==> config.mk <==
export PLATFORM = sky130hd
export DESIGN_NAME = sequence_store_engine_unit_flat
export DESIGN_NICKNAME = d
export VERILOG_FILES = /design/src/rtl/sse_pkg.sv /design/src/rtl/sse_if.sv /design/src/rtl/sse_store.sv /design/src/rtl/sequence_store_engine_unit.sv /design/src/flat_wrapper.sv
export SDC_FILE = /design/constraint.sdc
export NUM_CORES = 2
export LEC_CHECK = 0
export BUFFER_PORTS_ARGS = -buffer_cell sky130_fd_sc_hd__buf_2
export CORE_UTILIZATION = 35
export CTS_CLUSTER_DIAMETER = 50
export DETAILED_ROUTE_END_ITERATION = 12
export GPL_TIMING_DRIVEN = 0
export HOLD_SLACK_MARGIN = 0.05
export PLACE_DENSITY = 0.51
export SETUP_SLACK_MARGIN = 0.2
export SYNTH_ARGS = -nofsm -noshare
export SYNTH_HDL_FRONTEND = slang
export SYNTH_HIERARCHICAL = 1
export SYNTH_SLANG_ARGS = --single-unit
==> constraint.sdc <==
create_clock -name clk_i -period 7.9 [get_ports clk_i]
set_input_delay 1.58 -clock clk_i [delete_from_list [all_inputs] [get_ports clk_i]]
set_output_delay 1.58 -clock clk_i [all_outputs]
set_load 0.1 [all_outputs]
==> src/rtl/sse_pkg.sv <==
package sse_pkg;

  localparam int unsigned DefCapacity = 64;
  localparam int unsigned ModeW       = 3;
  localparam int unsigned DataW       = 32;
  localparam int unsigned StatusW     = 2;

  typedef enum logic [ModeW-1:0] {
    ModeAppend  = 3'd0,
    ModeGet     = 3'd1,
    ModeShow    = 3'd2,
    ModeReverse = 3'd3,
    ModeCut     = 3'd4
  } mode_e;

  typedef enum logic [StatusW-1:0] {
    StatusOk    = 2'd0,
    StatusFull  = 2'd1,
    StatusRange = 2'd2
  } status_e;

endpackage

==> src/rtl/sse_if.sv <==
interface sse_in_if;
  logic                                  valid;
  logic                                  ready;
  logic        [sse_pkg::ModeW-1:0]      mode;
  logic signed [sse_pkg::DataW-1:0]      operand_a;
  logic signed [sse_pkg::DataW-1:0]      operand_b;

  modport source (output valid, output mode, output operand_a, output operand_b,
                  input ready);
  modport sink   (input valid, input mode, input operand_a, input operand_b,
                  output ready);
endinterface

interface sse_out_if;
  logic                                  valid;
  logic                                  ready;
  logic signed [sse_pkg::DataW-1:0]      element_value;
  logic                                  element_present;
  logic                                  last_of_run;
  logic        [sse_pkg::StatusW-1:0]    status;

  modport source (output valid, output element_value, output element_present,
                  output last_of_run, output status, input ready);
  modport sink   (input valid, input element_value, input element_present,
                  input last_of_run, input status, output ready);
endinterface

==> src/rtl/sse_store.sv <==
module sse_store #(
  parameter int unsigned CAPACITY = sse_pkg::DefCapacity,
  parameter int unsigned AW       = $clog2(CAPACITY)
) (
  input  logic                          clk_i,
  input  logic                          we_i,
  input  logic [AW-1:0]                 waddr_i,
  input  logic [sse_pkg::DataW-1:0]     wdata_i,
  input  logic [AW-1:0]                 raddr_i,
  output logic [sse_pkg::DataW-1:0]     rdata_o
);

  logic [sse_pkg::DataW-1:0] mem [CAPACITY];

  always_ff @(posedge clk_i) begin
    if (we_i) begin
      mem[waddr_i] <= wdata_i;
    end
  end

  always_ff @(posedge clk_i) begin
    rdata_o <= mem[raddr_i];
  end

endmodule

==> src/rtl/sequence_store_engine_unit.sv <==
// Ordered list of signed 32-bit values held in a ring store of CAPACITY
// entries, with a start position, an element count and a reversed-order flag.
// Append, reverse, cut, undefined modes, a show of an empty list and every
// rejected request give their single result word in the cycle after the
// input word is taken. A get passes through a read state, since the element
// comes out of the synchronous store port. A show first reads the first
// element from the store, then gives one element word per cycle while the
// output is not stalled, and no input word is taken until the last one is out.
// The store needs no clearing after reset, and output stalls hold each step.
module sequence_store_engine_unit #(
  parameter int unsigned CAPACITY = sse_pkg::DefCapacity
) (
  input  logic      clk_i,
  input  logic      rst_ni,
  sse_in_if.sink    in_i,
  sse_out_if.source out_o
);

  localparam int unsigned AW = $clog2(CAPACITY);
  localparam int unsigned CW = $clog2(CAPACITY + 1);

  localparam logic [1:0] StIdle = 2'd0;
  localparam logic [1:0] StGet  = 2'd1;
  localparam logic [1:0] StShow = 2'd2;

  logic [1:0]                    state_q, state_d;
  logic [AW-1:0]                 start_q, start_d;
  logic [CW-1:0]                 count_q, count_d;
  logic                          rev_q, rev_d;
  logic [AW-1:0]                 idx_q, idx_d;

  logic                          out_valid_q, out_valid_d;
  logic [sse_pkg::DataW-1:0]     out_value_q, out_value_d;
  logic                          out_present_q, out_present_d;
  logic                          out_last_q, out_last_d;
  logic [sse_pkg::StatusW-1:0]   out_status_q, out_status_d;

  logic                          slot_free;
  logic                          accept;
  logic                          we;
  logic [AW-1:0]                 waddr;
  logic [AW-1:0]                 raddr;
  logic [sse_pkg::DataW-1:0]     rdata;

  logic                          a_ok;
  logic                          b_gt_a;
  logic                          b_ok;
  logic [sse_pkg::DataW-1:0]     span;
  logic [CW-1:0]                 keep;
  logic [AW-1:0]                 cut_x;

  function automatic logic [AW-1:0] wrap(input logic [AW-1:0] base,
                                         input logic [AW-1:0] off);
    logic [AW:0] sum;
    sum = {1'b0, base} + {1'b0, off};
    if (sum >= (AW+1)'(CAPACITY)) begin
      sum = sum - (AW+1)'(CAPACITY);
    end
    return sum[AW-1:0];
  endfunction

  function automatic logic [AW-1:0] phys(input logic [AW-1:0] base,
                                         input logic [CW-1:0] cnt,
                                         input logic          rev,
                                         input logic [AW-1:0] i);
    logic [CW-1:0] back;
    back = cnt - CW'(1) - CW'(i);
    return rev ? wrap(base, back[AW-1:0]) : wrap(base, i);
  endfunction

  assign slot_free = !out_valid_q || out_o.ready;
  assign in_i.ready = (state_q == StIdle) && slot_free;
  assign accept = in_i.valid && in_i.ready;

  assign a_ok   = !in_i.operand_a[sse_pkg::DataW-1] &&
                  ($unsigned(in_i.operand_a) < sse_pkg::DataW'(count_q));
  assign b_gt_a = in_i.operand_b > in_i.operand_a;
  assign b_ok   = !b_gt_a || ($unsigned(in_i.operand_b) < sse_pkg::DataW'(count_q));
  assign span   = in_i.operand_b - in_i.operand_a + sse_pkg::DataW'(1);
  assign keep   = b_gt_a ? span[CW-1:0] : CW'(1);
  assign cut_x  = in_i.operand_a[AW-1:0];

  always_comb begin
    state_d       = state_q;
    start_d       = start_q;
    count_d       = count_q;
    rev_d         = rev_q;
    idx_d         = idx_q;
    we            = 1'b0;
    waddr         = wrap(start_q, count_q[AW-1:0]);
    out_valid_d   = out_valid_q && !out_o.ready;
    out_value_d   = out_value_q;
    out_present_d = out_present_q;
    out_last_d    = out_last_q;
    out_status_d  = out_status_q;

    case (state_q)
      StIdle: begin
        if (accept) begin
          out_valid_d   = 1'b1;
          out_value_d   = '0;
          out_present_d = 1'b0;
          out_last_d    = 1'b1;
          out_status_d  = sse_pkg::StatusOk;
          case (sse_pkg::mode_e'(in_i.mode))
            sse_pkg::ModeAppend: begin
              if (count_q == CW'(CAPACITY)) begin
                out_status_d = sse_pkg::StatusFull;
              end else begin
                we      = 1'b1;
                count_d = count_q + CW'(1);
                if (rev_q) begin
                  start_d = (start_q == '0) ? AW'(CAPACITY - 1) : start_q - AW'(1);
                  waddr   = start_d;
                end
              end
            end
            sse_pkg::ModeGet: begin
              if (!a_ok) begin
                out_status_d = sse_pkg::StatusRange;
              end else begin
                out_valid_d = 1'b0;
                idx_d       = in_i.operand_a[AW-1:0];
                state_d     = StGet;
              end
            end
            sse_pkg::ModeShow: begin
              if (count_q != '0) begin
                out_valid_d = 1'b0;
                idx_d       = '0;
                state_d     = StShow;
              end
            end
            sse_pkg::ModeReverse: begin
              rev_d = !rev_q;
            end
            sse_pkg::ModeCut: begin
              if (!a_ok || !b_ok) begin
                out_status_d = sse_pkg::StatusRange;
              end else begin
                count_d = keep;
                if (rev_q) begin
                  start_d = wrap(start_q, AW'(count_q - CW'(cut_x) - keep));
                end else begin
                  start_d = wrap(start_q, cut_x);
                end
              end
            end
            default: begin
            end
          endcase
        end
      end
      StGet: begin
        if (slot_free) begin
          out_valid_d   = 1'b1;
          out_value_d   = rdata;
          out_present_d = 1'b1;
          out_last_d    = 1'b1;
          out_status_d  = sse_pkg::StatusOk;
          state_d       = StIdle;
        end
      end
      StShow: begin
        if (slot_free) begin
          out_valid_d   = 1'b1;
          out_value_d   = rdata;
          out_present_d = 1'b1;
          out_status_d  = sse_pkg::StatusOk;
          out_last_d    = (CW'(idx_q) == count_q - CW'(1));
          if (out_last_d) begin
            state_d = StIdle;
          end else begin
            idx_d = idx_q + AW'(1);
          end
        end
      end
      default: begin
        state_d = StIdle;
      end
    endcase
  end

  assign raddr = phys(start_q, count_q, rev_q, idx_d);

  sse_store #(
    .CAPACITY (CAPACITY),
    .AW       (AW)
  ) u_store (
    .clk_i   (clk_i),
    .we_i    (we),
    .waddr_i (waddr),
    .wdata_i (in_i.operand_a),
    .raddr_i (raddr),
    .rdata_o (rdata)
  );

  always_ff @(posedge clk_i or negedge rst_ni) begin
    if (!rst_ni) begin
      state_q     <= StIdle;
      start_q     <= '0;
      count_q     <= '0;
      rev_q       <= 1'b0;
      idx_q       <= '0;
      out_valid_q <= 1'b0;
    end else begin
      state_q     <= state_d;
      start_q     <= start_d;
      count_q     <= count_d;
      rev_q       <= rev_d;
      idx_q       <= idx_d;
      out_valid_q <= out_valid_d;
    end
  end

  always_ff @(posedge clk_i) begin
    out_value_q   <= out_value_d;
    out_present_q <= out_present_d;
    out_last_q    <= out_last_d;
    out_status_q  <= out_status_d;
  end

  assign out_o.valid           = out_valid_q;
  assign out_o.element_value   = out_value_q;
  assign out_o.element_present = out_present_q;
  assign out_o.last_of_run     = out_last_q;
  assign out_o.status          = out_status_q;

endmodule

==> src/flat_wrapper.sv <==
// flat-port wrapper written by rule: the top's interface ports become plain ports
module sequence_store_engine_unit_flat 
#(
  parameter int unsigned CAPACITY = sse_pkg::DefCapacity
)
  (clk_i, rst_ni, in_i_valid, in_i_mode, in_i_operand_a, in_i_operand_b, in_i_ready, out_o_valid, out_o_element_value, out_o_element_present, out_o_last_of_run, out_o_status, out_o_ready);
  sse_in_if in_i_i ();
  sse_out_if out_o_i ();
  input  logic clk_i;
  input  logic rst_ni;
  input wire logic [$bits(in_i_i.valid)-1:0] in_i_valid;
  input wire logic [$bits(in_i_i.mode)-1:0] in_i_mode;
  input wire logic [$bits(in_i_i.operand_a)-1:0] in_i_operand_a;
  input wire logic [$bits(in_i_i.operand_b)-1:0] in_i_operand_b;
  output wire logic [$bits(in_i_i.ready)-1:0] in_i_ready;
  output wire logic [$bits(out_o_i.valid)-1:0] out_o_valid;
  output wire logic [$bits(out_o_i.element_value)-1:0] out_o_element_value;
  output wire logic [$bits(out_o_i.element_present)-1:0] out_o_element_present;
  output wire logic [$bits(out_o_i.last_of_run)-1:0] out_o_last_of_run;
  output wire logic [$bits(out_o_i.status)-1:0] out_o_status;
  input wire logic [$bits(out_o_i.ready)-1:0] out_o_ready;
  assign in_i_i.valid = in_i_valid;
  assign in_i_i.mode = in_i_mode;
  assign in_i_i.operand_a = in_i_operand_a;
  assign in_i_i.operand_b = in_i_operand_b;
  assign in_i_ready = in_i_i.ready;
  assign out_o_valid = out_o_i.valid;
  assign out_o_element_value = out_o_i.element_value;
  assign out_o_element_present = out_o_i.element_present;
  assign out_o_last_of_run = out_o_i.last_of_run;
  assign out_o_status = out_o_i.status;
  assign out_o_i.ready = out_o_ready;
  sequence_store_engine_unit #(.CAPACITY(CAPACITY)) u_core (.clk_i(clk_i), .rst_ni(rst_ni), .in_i(in_i_i), .out_o(out_o_i));
endmodule
## After elaboration in Yosys (flattened, before gate mapping)

Memory sizes are Yosys's and may differ from the RTL's. A register that Yosys moved wholly into a read port is not among the register bits.
Index checks and enable logic that the tools add are counted.

| word-level totals | value |
|---|---|
| bits in registers | 59 |
| input port bits | 71 |
| output and inout bits | 38 |
| memories kept | 1 |
| RAM bits | 2048 |

Memories:

| memory | depth | width | read ports | clocked after Yosys merged registers in | wr ports | line | RTL |
|---|---|---|---|---|---|---|---|
| u_core.u_store.mem | 64 | 32 | 1 | 1 | 1 | sse_store.sv:13 | `logic [sse_pkg::DataW-1:0] mem [CAPACITY];` |

| cells by class | value |
|---|---|
| eq/ne operators | 19 |
| multiplexer cells | 63 |
| magnitude comparators | 8 |
| add/subtract/negate cells | 19 |
| reductions and logical operators | 28 |

Operators with widths:

| cell | number |
|---|---|
| $mux 6 | 21 |
| $lt 32x7->1 | 2 |
| $mux 32 | 2 |
| $pmux 32 s2 | 1 |
| $pmux 6 s2 | 3 |
| $sub 6x1->6 const B | 6 |
| $add 6x6->7 | 5 |
| $ge 7x7->1 const B | 5 |
| $gt 32x32->1 | 1 |
| $mux 7 | 3 |
| $mux 2 | 9 |
| $sub 6x6->6 | 3 |
| $mux 1 | 15 |
| $pmux 7 s2 | 1 |
| $ne 2x1->1 const B | 6 |
| $pmux 2 s3 | 2 |
| $pmux 2 s2 | 2 |
| $add 7x1->7 const B | 1 |
| $add 7x2->7 const B | 1 |
| $eq 6x7->1 | 1 |
| $eq 7x7->1 const B | 1 |
| $logic_not 1->1 | 7 |
| $reduce_and 7->1 | 1 |
| $reduce_bool 7->1 | 1 |
| other kinds (25) | 37 |

## Logic depth before layout (Yosys ltp)

| depth | value |
|---|---|
| depth after elaboration | 11 |
| depth in mapped cells | 30 |
| gate-level depth less buffers | 29 |

## Hierarchy

Netlist, hierarchy kept.

By module, submodules not included:

| module | instances | sequential area each (um^2) | cells each | area each (um^2) |
|---|---|---|---|---|
| sse_store | 1 | 62139.6 | 3572 | 78885.7 |
| sequence_store_engine_unit | 1 | 1656.6 | 676 | 6160.9 |

## Worst setup path before layout

OpenSTA, ideal clock, no wires.

| timing path | value |
|---|---|
| path type | input-to-reg |
| start point | in in_i_operand_a[6] |
| end point | reg u_core/u_store/rdata_o[18] (netlist bit), read port of u_core.u_store.mem |
| path slack | 1144 ps |
| required time | 7783 ps |
| arrival | 6640 ps |
| library setup time | 117 ps |
| buffers on the path | 2 |
| stages on the path | 25 |
| cell sequence | ha_1 -> a211oi_1 -> nand4_1 -> or2_2 -> nor3_4 -> nor2_2 -> o21ai_0 -> nand2_1 -> ha_1 -> inv_1 -> fa_1 -> mux2_2 -> ha_1 -> a21o_1 -> a21oi_1 -> o21bai_1 -> a21oi_1 -> xor2_1 -> xnor2_1 -> xnor2_1 -> clkbuf_1 -> nand2_1 -> clkbuf_1 -> a311oi_1 -> and4b_1 |

| on the way | value |
|---|---|
| word-level cells in the longest chain between the ends | 11 |
| elaborated cells between the ends (all ways) | 16 |
| classes of those cells | 5 x add/sub; 3 x order compare; 7 x mux; 1 x reduce/logical |

Ends and longest elaborated chain:

| element | line | RTL |
|---|---|---|
| start: declaration | flat_wrapper.sv:13 | `input wire logic [$bits(in_i_i.operand_a)-1:0] in_i_operand_a;` |
| $lt 32x7->1 (*) | sequence_store_engine_unit.sv:76 | `($unsigned(in_i.operand_a) < sse_pkg::DataW'(count_q));` |
| $logic_and 1x1->1 (*) | sequence_store_engine_unit.sv:75 | `assign a_ok = !in_i.operand_a[sse_pkg::DataW-1] &&` |
| $mux 6 (*) | sequence_store_engine_unit.sv:119 | `if (!a_ok) begin` |
| $pmux 6 s2 (*) | sequence_store_engine_unit.sv:105 | `case (sse_pkg::mode_e'(in_i.mode))` |
| $mux 6 (*) | sequence_store_engine_unit.sv:99 | `if (accept) begin` |
| $pmux 6 s2 (*) | sequence_store_engine_unit.sv:97 | `case (state_q)` |
| via u_core.idx_d[0] | sequence_store_engine_unit.sv:30 | `logic [AW-1:0] idx_q, idx_d;` |
| $sub 6x6->6 | sequence_store_engine_unit.sv:67 | `back = cnt - CW'(1) - CW'(i);` |
| $add 6x6->7 | sequence_store_engine_unit.sv:55 | `sum = {1'b0, base} + {1'b0, off};` |
| $sub 6x1->6 / $ge 7x7->1 (equally long branches) | sequence_store_engine_unit.sv:57, sequence_store_engine_unit.sv:56 |  |
| $mux 6 | sequence_store_engine_unit.sv:56 | `if (sum >= (AW+1)'(CAPACITY)) begin` |
| $mux 6 (*) | sequence_store_engine_unit.sv:68 | `return rev ? wrap(base, back[AW-1:0]) : wrap(base, i);` |
| via u_core.raddr[5] | sequence_store_engine_unit.sv:42 | `logic [AW-1:0] raddr;` |
| end: declaration | sse_store.sv:10 | `output logic [sse_pkg::DataW-1:0] rdata_o` |

Mark *: on every way through the listed nets, which the timed path passes. The rest lies on a longest branch.
A chain may end at the register's enable or synchronous reset.

## Worst setup path in the final report

| timing path | value |
|---|---|
| start point | in in_i_operand_a[6] |
| end point | reg u_core/u_store/rdata_o[25] (netlist bit), read port of u_core.u_store.mem |

The elaborated chain is that of the path after synthesis.

==> metrics.txt <==
Final Hold Fails 0; Die ar. around 0.24 mm2; syn nets about 4400; share of post-route cells with drive strength above 1 between 20 and 30%; Max Slew Vio Count 0; pin count of the biggest net entering global routing 70; worst hold path type reg -> reg; Syn-to-layout area delta 18.2%; RePlAce Congestion about 0.85; setup slack, reg-to-reg ~0.53 ns; initial antenna violation count 17; status finished clean; CP Max Fanout 66; GR Layer Usage met1 about a third; critical-path cell list buf_12 -> ha_1 -> a211oi_1 -> nand4_1 -> buf_4 -> or2_2 -> nor3_4 -> nor2_2 -> o21ai_0 -> nand2_1 -> ha_1 -> inv_1 -> fa_1 -> mux2_2 -> fa_1 -> buf_4 -> clkbuf_4 -> buf_2 -> mux2i_1 -> o21ai_0 -> and4b_1; Routed Antenna Nets 0; Max Cap Viol 0; WL/cell 34.0 um; met2 Use GR a little over a third; area post-placement around 0.092 mm2; Crit path largest cell delay 0.73 ns; final setup violating endpoints 0; Fin Clk Skew roughly 0.048 ns; worst setup path class in -> reg; cells after synthesis roughly 4200; Cells after DPL 7665; gr busiest metal met2; minimum clock period roughly 7.7 ns; DRC Markers 0; Starting Density 35.3%; largest buffer count on any clock path 3; crit share post-route roughly 100%; vias per cell 5.68; Crit. End Element flip-flop; final worst setup slack about 0.17 ns; die width approximately 490 um; CTS tree done; setup slack at placement -4.38 ns; yosys warns 6; I/O Buffers about 110; post-synthesis cell type count 89; EDFF count, synth 2084; Clock Sinks between 2000 and 2500; Avg Cell Area, Syn about 20 um2; # rows 180; First-pass DRT Iterations 5; final wirelength ~280 mm; # nets final slightly below 5000; worst path required time ~8.6 ns; H-tree Lvls 4; top_reg_cell synth edfxtp_1; Die Span Y just under 500 um; IO Pins 109; clk root buf clkbuf_16; RSZ-0062 raised after global routing yes; Worst-Margin Slew between 1 and 1.5 ns; GR Overflow Total 0; asr flop ratio synth around 1.1%; clk slew on worst S/H paths about 0.05 ns; Num CTS Buffers approximately 240; GR Util All Layers roughly 22%; vias in the first global route approximately 45000; Fmax 129 MHz; kind of start point of the critical path input port; # hold bufs at CTS 0; CORE AREA between 0.2 and 0.25 mm2; number of synthesized register bits between 2000 and 2500; Worst path slowest cell fa_1; fin cells a little over 8000; post-synthesis cell area between 0.08 and 0.09 mm2; critical path arrival 8.46 ns; sequential area share after synthesis between 70% and 80%; GR Util met3 3.25%; post-route cell area about 0.10 mm2; first-pass GRT wire length about 380 mm; DR iter-0 viols ~5500; Slew headroom between 15 and 20%; clock latency on the worst-skew pair ~0.87 ns; DR vias ~46000; DP HPWL 190 mm
==> cell type report <==
| cell class | instances | area, um2 |
|---|---|---|
| diodes | 6 | 15.0 |
| clock inverters | 164 | 1470 |
| well taps | 3185 | 3990 |
| clock buffers | 281 | 6110 |
| multi-input cells | 1800 | 20700 |
| inverters | 76 | 292 |
| flip-flops and latches | 2139 | 63800 |
| repair buffers | 235 | 2770 |
| fillers | 21165 | 140000 |
| plain buffers | 232 | 1460 |
==> cell usage after synthesis (all sizes together), types with 23 or more instances <==
cell type  count  area (um2)
edfxtp      2084       62600
mux4         446       10000
mux2i        133        1330
nor2         126         475
clkbuf       124         478
nand2        122         458
buf          109         801
ha            90        1130
nand3         88         440
inv           75         282
a22oi         74         556
o22ai         74         463
o21ai         67         335
a21oi         57         285
nand4         56         365
and2          53         332
o221ai        44         385
nor2b         34         213
dfxtp         32         641
a31oi         25         156
a211oi        24         180
mux2          24         270
dfrtp         23         576
==> sequential cells by signal, summed over array words and instances (netlist names), 2 cells and up <==
register / count
u_core/count_q: 7
u_core/idx_q: 6
u_core/out_o.element_value: 32
u_core/out_o.status: 2
u_core/start_q: 6
u_core/state_q: 2
u_core/u_store/mem: 2048
u_core/u_store/rdata_o: 32
==> metal layers <==
layer  share of wire (%)  routed length, um
met4                 3.7              10300
met1                  42             117000
met3                 7.1              19600
met5                   0                  0
met2                  47             130000
==> critical path, delay by kind of cell <==
family	cells	cell delay, ns
AND/OR/NAND/NOR	6	1.15
multiplexers	2	0.90
adder cells (fa/ha/maj)	4	1.86
AO/OA/AOI/OAI	3	0.88
buffers and inverters	6	1.87
==> cell families (layout without fill, tap and decap cells) <==
logic type      after synthesis  after routing  share of synthesized area (%)
compound gates              455            455                           3.74
xor+xnor                     40             40                          0.463
fa+ha+maj                   101            101                           1.58
buf+inv                     309            988                           1.84
flops                      2139           2139                           75.0
mux                         603            603                           13.7
other cells                   0              6                              0
simple gates                601            601                           3.67
==> placed cells by master (no fill, tap or decap), types with 56 or more instances in the layout <==
cell | synthesis | routed
clkbuf_16 | 0 | 236
clkbuf_1 | 121 | 94
nor2_4 | 0 | 56
o22ai_1 | 74 | 63
nor2_1 | 125 | 68
a22oi_1 | 74 | 66
buf_12 | 1 | 67
o21ai_0 | 63 | 62
buf_6 | 19 | 59
buf_4 | 26 | 81
mux2i_1 | 133 | 129
edfxtp_1 | 2084 | 2084
ha_1 | 90 | 89
nand2_1 | 122 | 117
buf_2 | 45 | 117
inv_1 | 74 | 73
nand3_1 | 88 | 88
mux4_2 | 446 | 446
==> worst paths after layout <==
kind	startpoint	endpoint	cells past startpoint
max	in_i_operand_a[6]	u_core/u_store/rdata_o[25]$_DFF_P_	21
min	u_core/u_store/rdata_o[4]$_DFF_P_	u_core/out_o.element_value[4]$_SDFFCE_PP0P_	1
max reg2reg	u_core/count_q[0]$_DFFE_PN0P_	u_core/u_store/rdata_o[6]$_DFF_P_	29
min reg2reg	u_core/u_store/rdata_o[4]$_DFF_P_	u_core/out_o.element_value[4]$_SDFFCE_PP0P_	1
max in group asynchronous	rst_ni	u_core/count_q[1]$_DFFE_PN0P_	1
min in group asynchronous	rst_ni	u_core/out_o.valid$_DFF_PN0_	1
==> what timing repair did <==
action / in CTS / in global routing
buffers inserted: 2 / 1
gates resized for setup: 157 / 98
pin swaps: 4 / 7
endpoints found under the hold margin: 0 / 0
setup endpoints to repair: 32 / 32
==> per-stage QoR <==
step | setup TNS [ns] | utilization, % | hold slack [ns]
after CTS | 0 | 41.6 | 0.512
after global routing | 0 | 41.7 | 0.521
after floorplan | 0 | - | 0.488
after detailed placement | -111.44 | 38.3 | 0.498
after global placement | -1777.69 | 37.2 | 0.496
final | 0 | 41.7 | 0.508
Power is left out: the tool's default activity adds up to more than one toggle a clock period on the data nets, which glitch-free logic cannot reach.
